### src/rtl/core/vvhs_pkg.sv
package vvhs_pkg;

   // Word widths
   localparam int DW     = 32;            // Q16.16 values and Q8.24 step scales
   localparam int PW     = 2 * DW;        // full product width
   localparam int KSHIFT = 8;             // Q8.24 * Q16.16 over Q16.16 mass -> 40 fraction bits
   localparam int DVW    = DW + KSHIFT;   // divisor width: mass << 8
   localparam int QW     = 36;            // quotient bits kept; larger quotients clamp
   localparam int BPS    = 3;             // quotient bits resolved per divider stage
   localparam int NDIV   = QW / BPS;      // divider stages
   localparam int DFRAC  = 24;            // fraction bits dropped after the drift product
   localparam int DQW    = PW - DFRAC;    // drift step magnitude width
   localparam int SATW   = 42;            // signed width ahead of saturation
   localparam int NAXIS  = 3;

   // Particle types
   localparam int NUM_TYPES  = 4;
   localparam int MASS_REGS  = 4;
   localparam int MIDX_W     = $clog2(MASS_REGS);
   localparam int TYPE_W     = 3;
   localparam int TYPE_LIMIT = (NUM_TYPES < MASS_REGS) ? NUM_TYPES : MASS_REGS;

   // Pipeline stage numbers: stage k is the k-th register that a request passes through
   localparam int STG_IN    = 1;                 // magnitudes, divisor
   localparam int STG_MUL   = 2;                 // force times kick scale
   localparam int STG_ADD   = 3;                 // rounding offset added
   localparam int STG_PRE   = 4;                 // overflow check, remainder seed
   localparam int STG_QUO   = STG_PRE + NDIV;    // quotient complete
   localparam int STG_KICK  = STG_QUO + 1;       // new velocity
   localparam int STG_DMUL  = STG_KICK + 1;      // velocity times drift step
   localparam int STG_RND   = STG_DMUL + 1;      // drift step rounded
   localparam int STG_DRIFT = STG_RND + 1;       // new position
   localparam int STG_MERGE = STG_DRIFT + 1;     // lanes merged into one result

   // Register file
   localparam int CSR_AW    = 5;
   localparam int REG_IDX_W = 3;
   localparam logic [REG_IDX_W-1:0] REG_DRIFT_STEP   = 3'd0;
   localparam logic [REG_IDX_W-1:0] REG_KICK_SCALE   = 3'd1;
   localparam logic [REG_IDX_W-1:0] REG_GROUP_SELECT = 3'd2;
   localparam logic [REG_IDX_W-1:0] REG_MASS_ONE     = 3'd3;
   localparam logic [REG_IDX_W-1:0] REG_MASS_TWO     = 3'd4;
   localparam logic [REG_IDX_W-1:0] REG_MASS_THREE   = 3'd5;
   localparam logic [REG_IDX_W-1:0] REG_MASS_FOUR    = 3'd6;

   localparam logic [DW-1:0] RST_DRIFT_STEP   = 32'd16777;
   localparam logic [DW-1:0] RST_KICK_SCALE   = 32'd8388608;
   localparam logic [DW-1:0] RST_GROUP_SELECT = 32'd1;
   localparam logic [DW-1:0] RST_MASS         = 32'd65536;

   localparam logic [DW-1:0] SAT_MAX    = {1'b0, {(DW-1){1'b1}}};
   localparam logic [DW-1:0] SAT_MIN    = {1'b1, {(DW-1){1'b0}}};
   localparam logic [PW-1:0] DRIFT_HALF = PW'(1) << (DFRAC - 1);

   typedef struct packed {
      logic [DW-1:0]                 drift_step;
      logic [DW-1:0]                 kick_scale;
      logic [DW-1:0]                 group_select;
      logic [MASS_REGS-1:0][DW-1:0]  mass;
   } cfg_type;

   typedef struct packed {
      logic func;
      logic applied;
   } side_type;

   typedef struct packed {
      logic [DW-1:0] vel;
      logic [DW-1:0] pos;
      logic [DW-1:0] new_vel;
      logic [DW-1:0] new_pos;
      logic          clip_vel;
      logic          clip_pos;
   } lane_out_type;

   typedef struct packed {
      logic [NAXIS-1:0][DW-1:0] vel;
      logic [NAXIS-1:0][DW-1:0] pos;
      logic                     applied;
      logic                     saturated;
   } result_type;

   typedef struct packed {
      logic [DVW-1:0] rem;
      logic [QW-1:0]  ql;
   } div_type;

   typedef struct packed {
      logic [DW-1:0] val;
      logic          clip;
   } sat_type;

   // Restoring division, BPS quotient bits. ql holds the unused dividend bits
   // at the top and collects quotient bits at the bottom.
   function automatic div_type div_step(input logic [DVW-1:0] rem,
                                        input logic [QW-1:0]  ql,
                                        input logic [DVW-1:0] divisor);
      logic [DVW:0]   trial;
      logic [DVW-1:0] r;
      logic [QW-1:0]  q;
      div_type        res;
      r = rem;
      q = ql;
      for (int i = 0; i < BPS; i++) begin
         trial = {r, q[QW-1]};
         q     = {q[QW-2:0], 1'b0};
         if (trial >= {1'b0, divisor}) begin
            trial = trial - {1'b0, divisor};
            q[0]  = 1'b1;
         end
         r = trial[DVW-1:0];
      end
      res.rem = r;
      res.ql  = q;
      return res;
   endfunction

   // Clip a wide two's complement sum to signed Q16.16
   function automatic sat_type sat_word(input logic [SATW-1:0] sum);
      sat_type res;
      if (!sum[SATW-1] && (|sum[SATW-2:DW-1])) begin
         res.val  = SAT_MAX;
         res.clip = 1'b1;
      end else if (sum[SATW-1] && !(&sum[SATW-2:DW-1])) begin
         res.val  = SAT_MIN;
         res.clip = 1'b1;
      end else begin
         res.val  = sum[DW-1:0];
         res.clip = 1'b0;
      end
      return res;
   endfunction

endpackage

### src/rtl/core/vvhs_ctrl.sv
module vvhs_ctrl (
   input  logic                                                      clock,
   input  logic                                                      reset,
   input  logic                                                      en,
   input  logic                                                      in_valid,
   input  logic                                                      in_func,
   input  logic [vvhs_pkg::DW-1:0]                                   in_mask,
   input  logic [vvhs_pkg::TYPE_W-1:0]                               in_type,
   input  vvhs_pkg::cfg_type                                         cfg,
   output logic [vvhs_pkg::STG_QUO-1:vvhs_pkg::STG_IN][vvhs_pkg::DVW-1:0] stage_div,
   output vvhs_pkg::side_type                                        tail_side,
   output logic                                                      tail_valid
);

   logic [vvhs_pkg::STG_MERGE:vvhs_pkg::STG_IN]                      valid_ff;
   vvhs_pkg::side_type [vvhs_pkg::STG_DRIFT:vvhs_pkg::STG_IN]        side_ff;
   logic [vvhs_pkg::STG_QUO-1:vvhs_pkg::STG_IN][vvhs_pkg::DVW-1:0]   div_ff;

   logic                              type_ok;
   logic [vvhs_pkg::MIDX_W-1:0]       midx;
   logic [vvhs_pkg::DW-1:0]           mass_sel;
   logic [vvhs_pkg::DW-1:0]           mass_nz;
   logic [vvhs_pkg::DVW-1:0]          div_in;
   vvhs_pkg::side_type                side_in;

   // Decide group membership and pick the divisor for this request
   always_comb begin
      type_ok  = (in_type >= vvhs_pkg::TYPE_W'(1)) &&
                 (in_type <= vvhs_pkg::TYPE_W'(vvhs_pkg::TYPE_LIMIT));
      midx     = vvhs_pkg::MIDX_W'(in_type - vvhs_pkg::TYPE_W'(1));
      mass_sel = cfg.mass[midx];
      // a zero mass acts as the smallest nonzero mass
      mass_nz  = (mass_sel == '0) ? vvhs_pkg::DW'(1) : mass_sel;
      div_in   = {mass_nz, vvhs_pkg::KSHIFT'(0)};
      side_in.func    = in_func;
      side_in.applied = (|(in_mask & cfg.group_select)) && type_ok;
   end

   // Advance valid bits
   always_ff @(posedge clock) begin
      if (reset) begin
         valid_ff <= '0;
      end else if (en) begin
         valid_ff <= {valid_ff[vvhs_pkg::STG_MERGE-1:vvhs_pkg::STG_IN], in_valid};
      end
   end

   // Advance sideband and divisor alongside the lanes
   always_ff @(posedge clock) begin
      if (en) begin
         side_ff <= {side_ff[vvhs_pkg::STG_DRIFT-1:vvhs_pkg::STG_IN], side_in};
         div_ff  <= {div_ff[vvhs_pkg::STG_QUO-2:vvhs_pkg::STG_IN], div_in};
      end
   end

   assign stage_div  = div_ff;
   assign tail_side  = side_ff[vvhs_pkg::STG_DRIFT];
   assign tail_valid = valid_ff[vvhs_pkg::STG_MERGE];

endmodule

### config.mk
export PLATFORM = sky130hd
export DESIGN_NAME = vvhs_ctrl
export DESIGN_NICKNAME = d
export VERILOG_FILES = /design/src/rtl/core/vvhs_pkg.sv /design/src/rtl/core/vvhs_ctrl.sv
export SDC_FILE = /design/constraint.sdc
export NUM_CORES = 1
export LEC_CHECK = 0
export BUFFER_PORTS_ARGS = -buffer_cell sky130_fd_sc_hd__buf_2
export CORE_AREA = 2 2 337 339
export CTS_CLUSTER_SIZE = 12
export DETAILED_ROUTE_END_ITERATION = 16
export DIE_AREA = 0 0 339 341
export REMOVE_ABC_BUFFERS = 1
export SLEW_MARGIN = 30
export SYNTH_ARGS = -nofsm -noshare
export SYNTH_HDL_FRONTEND = slang
export SYNTH_SLANG_ARGS = --single-unit
### constraint.sdc
create_clock -name clock -period 6.3 [get_ports clock]
set_input_delay 0.315 -clock clock [delete_from_list [all_inputs] [get_ports clock]]
set_output_delay 0.315 -clock clock [all_outputs]
set_load 0.03 [all_outputs]
### Word level (Yosys, flattened, before mapping)

Cells that the tools add are included.

| operators by class | value |
|---|---|
| $add $sub $neg | 1 |
| reduce and logical (&&, ||, !) cells | 4 |
| magnitude comparators | 3 |
| bitwise gates (word level) | 1 |
| muxes and demuxes | 2 |

Operators with widths:

| kind | count |
|---|---|
| $bmux W32 S2 | 1 |
| $and A32 B32 Y32 | 1 |
| $logic_not A32 Y1 | 1 |
| $mux W32 | 1 |
| $reduce_or A32 Y1 | 1 |
| $ge A3 B1 Y1 const B | 1 |
| $le A3 B3 Y1 const B | 1 |
| $lt A2 B3 Y1 const B | 1 |
| $logic_and A1 B1 Y1 | 2 |
| $sub A2 B1 Y2 const B | 1 |

| word-level totals | value |
|---|---|
| output and inout bits | 603 |
| logic and storage cells | 67 |
| register bits | 541 |
| bits of input ports | 264 |

### Longest topological paths before layout

| depth | value |
|---|---|
| word-level depth | 4 |
| depth in mapped cells | 9 |
| gate-level depth less buffers | 6 |

### Worst setup path before layout

Ideal clock, no wire load.

| path | value |
|---|---|
| path kind | input-to-reg |
| start | input in_type[0] in the netlist's numbering |
| end | register div_ff (netlist bit stage_div[8]), data pin |
| setup time | 147 ps |
| data required time | 6153 ps |
| buffers on the path | 3 |
| stages | 9 |
| path slack | 3964 ps |
| arrival | 2189 ps |
| cells stage by stage | buf_6 -> buf_6 -> inv_1 -> ha_1 -> buf_1 -> mux4_2 -> nor4_1 -> nand4_1 -> o21bai_1 |

| on the way | value |
|---|---|
| longest elaborated chain between the ends | 4 |

RTL lines:

| what | line | text |
|---|---|---|
| from (decl) | vvhs_ctrl.sv:8 | `input logic [vvhs_pkg::TYPE_W-1:0] in_type,` |
| $sub A2 B1 Y2 * | vvhs_ctrl.sv:30 | `midx = vvhs_pkg::MIDX_W'(in_type - vvhs_pkg::TYPE_W'(1));` |
| $bmux W32 S2 * | vvhs_ctrl.sv:31 | `mass_sel = cfg.mass[midx];` |
| $mux W32 (not written as such) * | vvhs_ctrl.sv:31 |  |
| $logic_not A32 Y1 | vvhs_ctrl.sv:33 | `mass_nz = (mass_sel == '0) ? vvhs_pkg::DW'(1) : mass_sel;` |
| to (signal assigned) | vvhs_ctrl.sv:52 | `div_ff <= {div_ff[vvhs_pkg::STG_QUO-2:vvhs_pkg::STG_IN], div_in};` |
| to (decl) | vvhs_ctrl.sv:17 | `logic [vvhs_pkg::STG_QUO-1:vvhs_pkg::STG_IN][vvhs_pkg::DVW-1:0] div_ff;` |

Every way passes the cells marked *; elsewhere a longest branch is shown, timed or not. The select of a mux whose other input is x is not followed.
A chain may end at the register's enable or synchronous reset.

### Worst setup path after layout

Same ends and word-level chain as after synthesis.

==> summary.log <==
INFO  die            io_pins=867
INFO  power_and_ir_drop pwr_density_cell=343nW/um2
INFO  timing         clock.fmax=420MHz
INFO  cts            cts_htree_levels=2
INFO  cts            source_to_sink_clock_delay_at_the_later_pin_of_the_worst_skew_pair=640ps
INFO  cts            cts_inserted_buffers=59
INFO  cts            clock_sink_count=541
INFO  drt            detail_route.wl_per_cell=18.3um
INFO  critical_path  worst-endpoint-arrival=2860ps
INFO  critical_path  cp_cell_sequence=buf_2 -> inv_1 -> ha_1 -> buf_4 -> mux4_2 -> nor4_1 -> nand4_1 -> o21bai_1
INFO  critical_path  critPathCapture=stage_div[8]
INFO  critical_path  critical_path.startpoint=in_type[0]
INFO  cts            cts-resized-gates=0
INFO  die            floorplan.rows=123
INFO  place          gp_routability_congestion=0.830
INFO  cts            post-cts-setup-buffers=0
INFO  timing         final_number_of_hold_violating_endpoints=0
INFO  timing         final.period_utilization=37.8%
INFO  drt            viasPerCell=3.23
INFO  timing         holdWs=94.9ps
INFO  cells_and_area nets=1793
INFO  global_route   global_route.overflow_total=0
INFO  cts            cts_tree=yes
INFO  critical_path  crit_start_category=input port
INFO  logic_synthesis synth-edff-count=520
INFO  power_and_ir_drop reported_leakage_power=0.00974uW
INFO  logic_synthesis yosysSeqAreaShare=87.5%
INFO  timing         post-route-min-period=2380ps
INFO  logic_synthesis syn_inst=787
INFO  die            die_h=341um
INFO  logic_synthesis synth-async-reset-ratio=0%
INFO  critical_path  worst_r2r_endpoint=valid_ff[1]
INFO  job            cap_viol_max_count=0
INFO  global_route   grt_first_pass_wirelength=74200um
INFO  cells_and_area area_growth_synth_to_finish=36.7%
INFO  critical_path  largest_incremental_delay_on_the_critical_path=720ps
INFO  logic_synthesis synth.lib_cells_used.distinct=23
INFO  die            full_die_area=116000um2
INFO  timing         tightestPinTransition=902ps
INFO  cts            clock_slew_seen_by_the_registers_of_the_worst_setup_and_hold_paths=60ps
INFO  drt            drc=0
INFO  critical_path  crit-reg2reg-launch=valid_ff[1]
INFO  cells_and_area layout-drive-gt1-share=51.1%
INFO  timing         timing.max_slew.rel_slack=39.8%
INFO  cells_and_area non_filler_cells_final=3070
INFO  cells_and_area postLayoutCoreUtil=22.4%
INFO  drt            antenna_violating_nets_post_route=0
INFO  global_route   antenna_found_initial=6
INFO  logic_synthesis synthesis.area=18300um2
INFO  drt            wirelength_routed=56100um
INFO  logic_synthesis synth_top_flop_cell=edfxtp_1
INFO  global_route   global_route.usage.total=9.12%
INFO  die            core-area=112000um2
INFO  logic_synthesis avgSynthCellArea=23.3um2
INFO  die            chipWidth=339um
INFO  place          placed_cells=2961
INFO  global_route   grt_max_degree=166
INFO  place          place_hpwl=43700um
INFO  global_route   vias_in_the_first_global_route=9622
INFO  drt            route.vias.total=9903
INFO  critical_path  worst_setup_path_end_kind=flip-flop
INFO  critical_path  critPathSlowestCell=nor4_1
INFO  critical_path  timing.reg2reg.setup_slack=5120ps
INFO  timing         finalSetupViolCount=0
INFO  die            initial_utilization=16.4%
INFO  logic_synthesis synth.yosys.warnings=0
INFO  logic_synthesis synth-seq-cells=541
INFO  place          port_buffers=682
INFO  timing         setup_repair_after_global_routing_missed_its_margin=no
INFO  min_path       hold_wc_path_type=input port to flip-flop
INFO  critical_path  critPathRequiredTime=6780ps
INFO  critical_path  criticalPathCategory=input port to flip-flop
INFO  critical_path  crit_fanout=24
INFO  drt            detailed_router_s_first_iteration_violation_count=519
INFO  drt            detail_route.first_pass.iterations=4
INFO  status         status=finished, final reports clean
INFO  timing         setup_tns=0ps
INFO  critical_path  reg2reg_depth=3
INFO  timing         slew_violations=0
INFO  power_and_ir_drop vdd_ir_drop_max=0.182mV
INFO  cts            clk_buf_depth=3
INFO  timing         worst_clock_skew=16.5ps
INFO  cts            clock-root-buffer=clkbuf_16
layout by cell type, fill, tap and decap left out, types with 3 or more instances in the layout:
cell type and instances:
buf_2 681, edfxtp_1 520, conb_1 120, clkbuf_16 60, mux4_2 31, mux2i_1 21
nor2_1 21, dfxtp_1 21, clkbuf_1 15, clkinv_2 10, clkinv_1 9, a22o_1 8
a221oi_1 8, nor4_1 6, nand4_1 4, dlygate4sd3_1 4, buf_4 4, clkinvlp_4 3
bufinv_16 3, buf_12 3
kinds of logic after synthesis:
kind of cell | Yosys count | synth area share [%]
other cells | 1 | 0.0205
compound gates | 19 | 0.874
simple gates | 35 | 0.887
mux | 53 | 5.10
buf+inv | 136 | 5.50
fa+ha+maj | 2 | 0.137
flops | 541 | 87.5
through the flow:
step	total power, uW	cell area [um2]	setup WS (ps)
6_report	8590	25100	3920
5_1_grt	8930	25100	3840
4_1_cts	8750	25000	3920
3_5_place_dp	5410	23200	3230
3_3_place_gp	5400	23200	3210
2_1_floorplan	4920	17800	4020
how the worst min path moves through the flow:
stage / from / end / cells past startpoint / slack (ps)
floorplan: reset / valid_ff[10] / 1 / 390
global placement: side_ff[25] / side_ff[27] / 0 / 400
detailed placement: side_ff[17] / side_ff[19] / 0 / 400
CTS: cfg[21] / stage_div[29] / 2 / 10
global route: cfg[42] / stage_div[18] / 2 / 30
finish: cfg[21] / stage_div[29] / 2 / 90
per-layer routing:
metal	routed length (um)	share of wire (%)	track usage (%)	vias to the layer above
met5	0	0	0	-
li1	-	-	-	4362
met4	1610	2.9	3.31	0
met2	25200	45	14.0	585
met3	5980	11	3.79	83
met1	23300	42	11.5	4873
layout make-up:
type / count / area (um2)
fillers: 11700 / 86800
flip-flops and latches: 541 / 16000
repair buffers: 694 / 3580
well taps: 1500 / 1880
multi-input cells: 229 / 1750
clock buffers: 75 / 1560
clock inverters: 28 / 255
inverters: 2 / 7.51
diodes: 1 / 2.50
cell usage after synthesis, types with 2 or more instances:
library cell	number	area share, %
a22o_1	8	0.38
buf_1	5	0.10
nor2_1	21	0.43
a221oi_1	8	0.38
dfxtp_1	21	2.3
edfxtp_1	520	85
nor4_1	8	0.27
buf_4	122	5.0
inv_1	2	0.041
clkbuf_1	3	0.061
mux2i_1	21	1.1
mux4_2	31	3.8
nand4_1	4	0.14
ha_1	2	0.14
buf_6	3	0.18
critical path, delay by kind of cell:
family,cells,cell delay [ps]
adders and majority gates,1,530
muxes,1,390
AOI/OAI and AO/OA,1,170
and+or+nand+nor,2,890
buffers and inverters,3,550
repair_timing:
| action | in CTS | in global routing |
|---|---|---|
| setup endpoints to repair | 0 | 0 |
| hold buffers | 4 | 0 |
| endpoints found under the hold margin | 12 | 0 |
power breakdown:
part | switching (uW) | leakage [uW] | internal [uW]
logic | 740 | 0.00360 | 227
registers | 140 | 0.00526 | 4210
clock network | 1400 | 0.000878 | 1860
registers in the layout, indices dropped and copies added, names as in the netlist:
register   count
side_ff       38
tail_side      2
stage_div    480
valid_ff      21
Note: power is estimated with default switching activity, not from simulation.
